<file path="config.mk">
export PLATFORM = sky130hd
export DESIGN_NAME = twr_ctrl
export DESIGN_NICKNAME = d
export VERILOG_FILES = /design/src/rtl/twr_pkg.sv /design/src/rtl/twr_ctrl.sv
export SDC_FILE = /design/constraint.sdc
export NUM_CORES = 1
export LEC_CHECK = 0
export ABC_AREA = 1
export BUFFER_PORTS_ARGS = -buffer_cell sky130_fd_sc_hd__buf_2
export CELL_PAD_IN_SITES_DETAIL_PLACEMENT = 2
export CELL_PAD_IN_SITES_GLOBAL_PLACEMENT = 2
export CORE_MARGIN = 2
export CORE_UTILIZATION = 19
export DETAILED_ROUTE_END_ITERATION = 16
export MAX_ROUTING_LAYER = met4
export PLACE_DENSITY = 0.87
export SLEW_MARGIN = 25
export SYNTH_ARGS = -nofsm -noshare
export SYNTH_HDL_FRONTEND = slang
export SYNTH_SLANG_ARGS = --single-unit
</file>
<file path="constraint.sdc">
create_clock -name clk -period 2.4 [get_ports clk]
set_input_delay 0.48 -clock clk [delete_from_list [all_inputs] [get_ports clk]]
set_output_delay 0.48 -clock clk [all_outputs]
set_load 0.005 [all_outputs]
</file>
<file path="src/rtl/twr_pkg.sv">
package twr_pkg;

  // Configuration port geometry
  localparam int CFG_WIDTH   = 16;
  localparam int CFG_INDEX_W = 3;

  localparam logic [CFG_INDEX_W-1:0] REG_ROW_STRIDE_N = 3'd0;
  localparam logic [CFG_INDEX_W-1:0] REG_GROUP_BYTES  = 3'd1;
  localparam logic [CFG_INDEX_W-1:0] REG_TILE_K       = 3'd2;
  localparam logic [CFG_INDEX_W-1:0] REG_TILE_N       = 3'd3;
  localparam logic [CFG_INDEX_W-1:0] REG_K_BLOCKS     = 3'd4;
  localparam logic [CFG_INDEX_W-1:0] REG_N_BLOCKS     = 3'd5;
  localparam logic [CFG_INDEX_W-1:0] REG_N_REMAINDER  = 3'd6;

  typedef enum logic [1:0] {
    ST_VALID    = 2'd0,
    ST_INVALID  = 2'd1,
    ST_DONE     = 2'd2,
    ST_OVERFLOW = 2'd3
  } status_t;

  typedef enum logic [2:0] {
    S_IDLE,
    S_CHECK,
    S_MUL1,
    S_MUL2,
    S_SUM,
    S_PLO,
    S_PHI,
    S_FIN
  } ctrl_state_t;

  typedef struct packed {
    logic accept;
    logic mul1;
    logic mul2;
    logic sum;
    logic plo;
    logic phi;
    logic cap_result;
    logic cap_invalid;
    logic cap_done;
  } dp_cmd_t;

  typedef struct packed {
    logic invalid;
    logic done;
  } dp_status_t;

endpackage

</file>
<file path="src/rtl/twr_ctrl.sv">
module twr_ctrl
  import twr_pkg::*;
(
  input  logic       clk,
  input  logic       rst,
  input  logic       in_valid,
  output logic       in_ready,
  input  logic       out_ready,
  output logic       out_valid,
  input  dp_status_t status,
  output dp_cmd_t    cmd
);

  ctrl_state_t state, state_next;
  logic        out_free;
  logic        capture;

  assign out_free = !out_valid || out_ready;
  assign capture  = cmd.cap_result || cmd.cap_invalid || cmd.cap_done;

  always_ff @(posedge clk) begin
    if (rst) begin
      state     <= S_IDLE;
      out_valid <= 1'b0;
    end else begin
      state <= state_next;
      if (capture) begin
        out_valid <= 1'b1;
      end else if (out_ready) begin
        out_valid <= 1'b0;
      end
    end
  end

  always_comb begin
    state_next = state;
    unique case (state)
      S_IDLE: begin
        if (in_valid) state_next = S_CHECK;
      end
      S_CHECK: begin
        if (status.invalid || status.done) begin
          if (out_free) state_next = S_IDLE;
        end else begin
          state_next = S_MUL1;
        end
      end
      S_MUL1: state_next = S_MUL2;
      S_MUL2: state_next = S_SUM;
      S_SUM:  state_next = S_PLO;
      S_PLO:  state_next = S_PHI;
      S_PHI:  state_next = S_FIN;
      S_FIN: begin
        if (out_free) state_next = S_IDLE;
      end
      default: state_next = S_IDLE;
    endcase
  end

  always_comb begin
    in_ready        = (state == S_IDLE);
    cmd             = '0;
    cmd.accept      = (state == S_IDLE) && in_valid;
    cmd.mul1        = (state == S_MUL1);
    cmd.mul2        = (state == S_MUL2);
    cmd.sum         = (state == S_SUM);
    cmd.plo         = (state == S_PLO);
    cmd.phi         = (state == S_PHI);
    cmd.cap_result  = (state == S_FIN) && out_free;
    cmd.cap_invalid = (state == S_CHECK) && status.invalid && out_free;
    cmd.cap_done    = (state == S_CHECK) && !status.invalid && status.done && out_free;
  end

endmodule

</file>
## Word-level counts from Yosys, hierarchy flattened

Cells that the tools add are included.

| cells by class | value |
|---|---|
| eq/ne operators | 8 |
| bitwise operators | 0 |
| shift operators | 0 |
| add/sub/neg operators | 0 |
| $mul | 0 |
| magnitude comparators | 0 |
| divide/modulo/power cells | 0 |
| multiplexer cells | 6 |
| reductions and logical operators | 15 |

Operators with widths:

| operator | number |
|---|---|
| $pmux 3 s8 | 1 |
| $eq 3x3->1 const B | 4 |
| $mux 3 | 3 |
| $logic_and 1x1->1 | 7 |
| $eq 3x2->1 const B | 2 |
| $logic_or 1x1->1 | 4 |
| $eq 3x1->1 const B | 1 |
| $logic_not 3->1 | 1 |
| $logic_not 1->1 | 2 |
| $mux 1 | 2 |
| $ne 2x2->1 const B | 1 |
| $reduce_bool 2->1 | 1 |

| word-level totals | value |
|---|---|
| ROM bits | 0 |
| bits in latches | 0 |
| word-level logic and storage cells | 31 |
| output and inout port bits | 11 |
| memories | 0 |
| register bits | 4 |
| memory bits (writable) | 0 |

## Longest topological paths before layout

| depth | value |
|---|---|
| depth after elaboration | 6 |
| mapped depth | 7 |
| mapped depth without buffers | 7 |

## Least setup slack after synthesis

OpenSTA, ideal clock, no wires.

| timing path | value |
|---|---|
| kind | input -> output |
| from | input port out_ready |
| to | output port cmd[1] in the netlist's numbering |
| cell stages on the path | 4 |
| path slack | 1134 ps |
| buffers on the path | 0 |
| data arrival time | 786 ps |
| cell sequence | inv_1 -> a21oi_1 -> nand2_2 -> inv_1 |

RTL lines:

| element | RTL line | source |
|---|---|---|
| from (decl) | twr_ctrl.sv:8 | `input logic out_ready,` |
| to (decl) | twr_ctrl.sv:11 | `output dp_cmd_t cmd` |

==> results.cfg <==
[run_status]
run_status = completed

[sta]
grt_setup_unrepaired = false
worst_slew_pin_slew_ps = 302
slew_headroom_pct = 79.9
tns_ps = 0
layout_setup_ws_ps = 682
fin_crit_sh_pct = 71.6
drv_slew = 0
hold_violations = 0
fin_skew_ps = 1.10
period_minus_slack_ps = 1720
timing.fmax_mhz = 582
finalSetupViolCount = 0

[cells_and_area]
final_nets = 85
final_common_cell = buf_2
final_cell_mix = buf_2 (16), nor2_1 (12), nand2_1 (11), inv_1 (11), nand3_1 (5)
area_growth_syn_to_layout_pct = 39.2
fillers = 203
layout-drive-gt1-share_pct = 33.8
seqCellArea_um2 = 80.1
multi_input_area_um2 = 180
n_antenna_cell = 0

[worst_setup_path]
required_ps = 1920
crit_path_cell_trace = inv_2 > nor2_2 > nand3_1 > nor2_1 > buf_2
r2r_slack_ps = 1350
end_kind = primary output
critPathMaxFanout = 7
cp_slowest_cell = dfxtp_1
arrival_ps = 1240
start_kind = flip-flop
cpPeakStageDelay_ps = 460
crit_type = flip-flop to primary output

[cts]
insertion_delay_ps = 230
cts_resized = 0
cts.sinks = 4
clock_path_buffers = 2
htreeDepth = 1
holdBufCountCts = 0
cts_tree = yes
root_buffer = clkbuf_4
cts_buffers = 3
cts.clk_slew.worst_paths_ps = 40
post_cts_buffers = 0

[placement]
port_buffers = 16
gp_congestion = 0.674
place_ws_ps = 894
dpl.hpwl_um = 834

[global_route]
grt_max_degree = 8
grt_use_total_pct = 12.2
grt_antenna_before_repair = 0
globalRouteOverflowTotal = 0
grt_pass1_wl_mm = 1.71
grt_pass1_vias = 404

[die]
pin_count = 17
die_area_um2 = 1990
die_w_um = 44.6
die_h_um = 44.6
coreArea_um2 = 1520
start_util_pct = 20.5
num_rows = 14

[yosys]
postSynthCellCount = 58
yosysSeqAreaShare_pct = 25.6
ys_types = 13
synth_area_per_cell_um2 = 5.39
syn_nets = 64
ys_ff_latch = 4
yosysWarningCount = 0
netlist_area_um2 = 313

[detailed_routing]
wirelength_um = 966
first_iter_violations = 1
wl_per_cell_um = 10.4
vias = 408
postRouteAntennaNets = 0
routed_via_density = 4.39
drc_errors = 0
drt-pass1-iter-count = 2

[worst_hold_path]
hold_class = primary input to flip-flop

[job]
maxCapViolCount = 0

[pwr]
leakage_nw = 0.273
peakVddDrop_mv = 0.203
power_density_nw_per_um2 = 480
==> path summary, 6_finish.rpt <==
check,startpoint,endpoint,cells after the start
worst max-delay path,state[0],cmd[0],5
worst min-delay path,rst,state[1],2
worst max register to register,state[1],out_valid,7
worst min register to register,state[0],state[2],2
==> power breakdown <==
group          internal (W)  switching, W  total (W)
logic             0.0000192     0.0000270  0.0000463
clock network     0.0000560     0.0000277  0.0000836
registers         0.0000710    0.00000792  0.0000790
total              0.000146     0.0000626   0.000209
==> worst max-delay path, delay by kind of cell, from the launching register on <==
family | cells | cell delay, ps
flops | 1 | 460
simple gates | 3 | 330
buf+inv | 2 | 220
==> synth_stat cells <==
cell | number | area share [%]
a21oi_1 | 3 | 4.8
nor2_2 | 2 | 4.0
inv_2 | 3 | 3.6
dfxtp_1 | 4 | 26
nand2_1 | 11 | 13
nand3_2 | 1 | 3.2
nor3_1 | 3 | 4.8
o21ai_0 | 1 | 1.6
o21ai_1 | 1 | 1.6
nand2_2 | 1 | 2.0
nor2_1 | 12 | 14
inv_1 | 11 | 13
nand3_1 | 5 | 8.0
==> stage by stage <==
stage	total power (W)	util, %	hold slack [ps]	cells	instance area, um^2
2_1_floorplan	0.000106	-	549	58	313
3_3_place_gp	0.000126	27.1	616	90	413
3_5_place_dp	0.000127	27.1	629	90	413
4_1_cts	0.000217	28.6	435	93	435
5_1_grt	0.000228	28.6	434	93	435
6_report	0.000209	28.6	444	93	435
==> registers in the layout, summed over array words and instances (netlist names) <==
register,flops
out_valid,1
state,3
==> layout make-up <==
cell class              count  area share [%]
well taps                  16            4.60
repair buffers             16            18.4
multi-input cells          40            41.4
inverters                  14            12.1
clock buffers               3            5.17
flip-flops and latches      4            18.4
==> routing by layer <==
layer | part of all wire, % | GRT usage (%) | routed length [um] | up-vias
li1 | - | - | - | 212
met1 | 49 | 15.1 | 476 | 189
met2 | 48 | 17.1 | 460 | 7
met3 | 3.1 | 2.45 | 30 | 0
met4 | 0 | 9.09 | 0 | 0
met5 | 0 | - | 0 | -
==> kinds of logic after synthesis <==
| logic type | count (synthesis) | synth area share, % |
|---|---|---|
| buf+inv | 14 | 16.8 |
| compound gates | 5 | 8.00 |
| simple gates | 35 | 49.6 |
| flops | 4 | 25.6 |
Power figures use the tool's default switching activity.
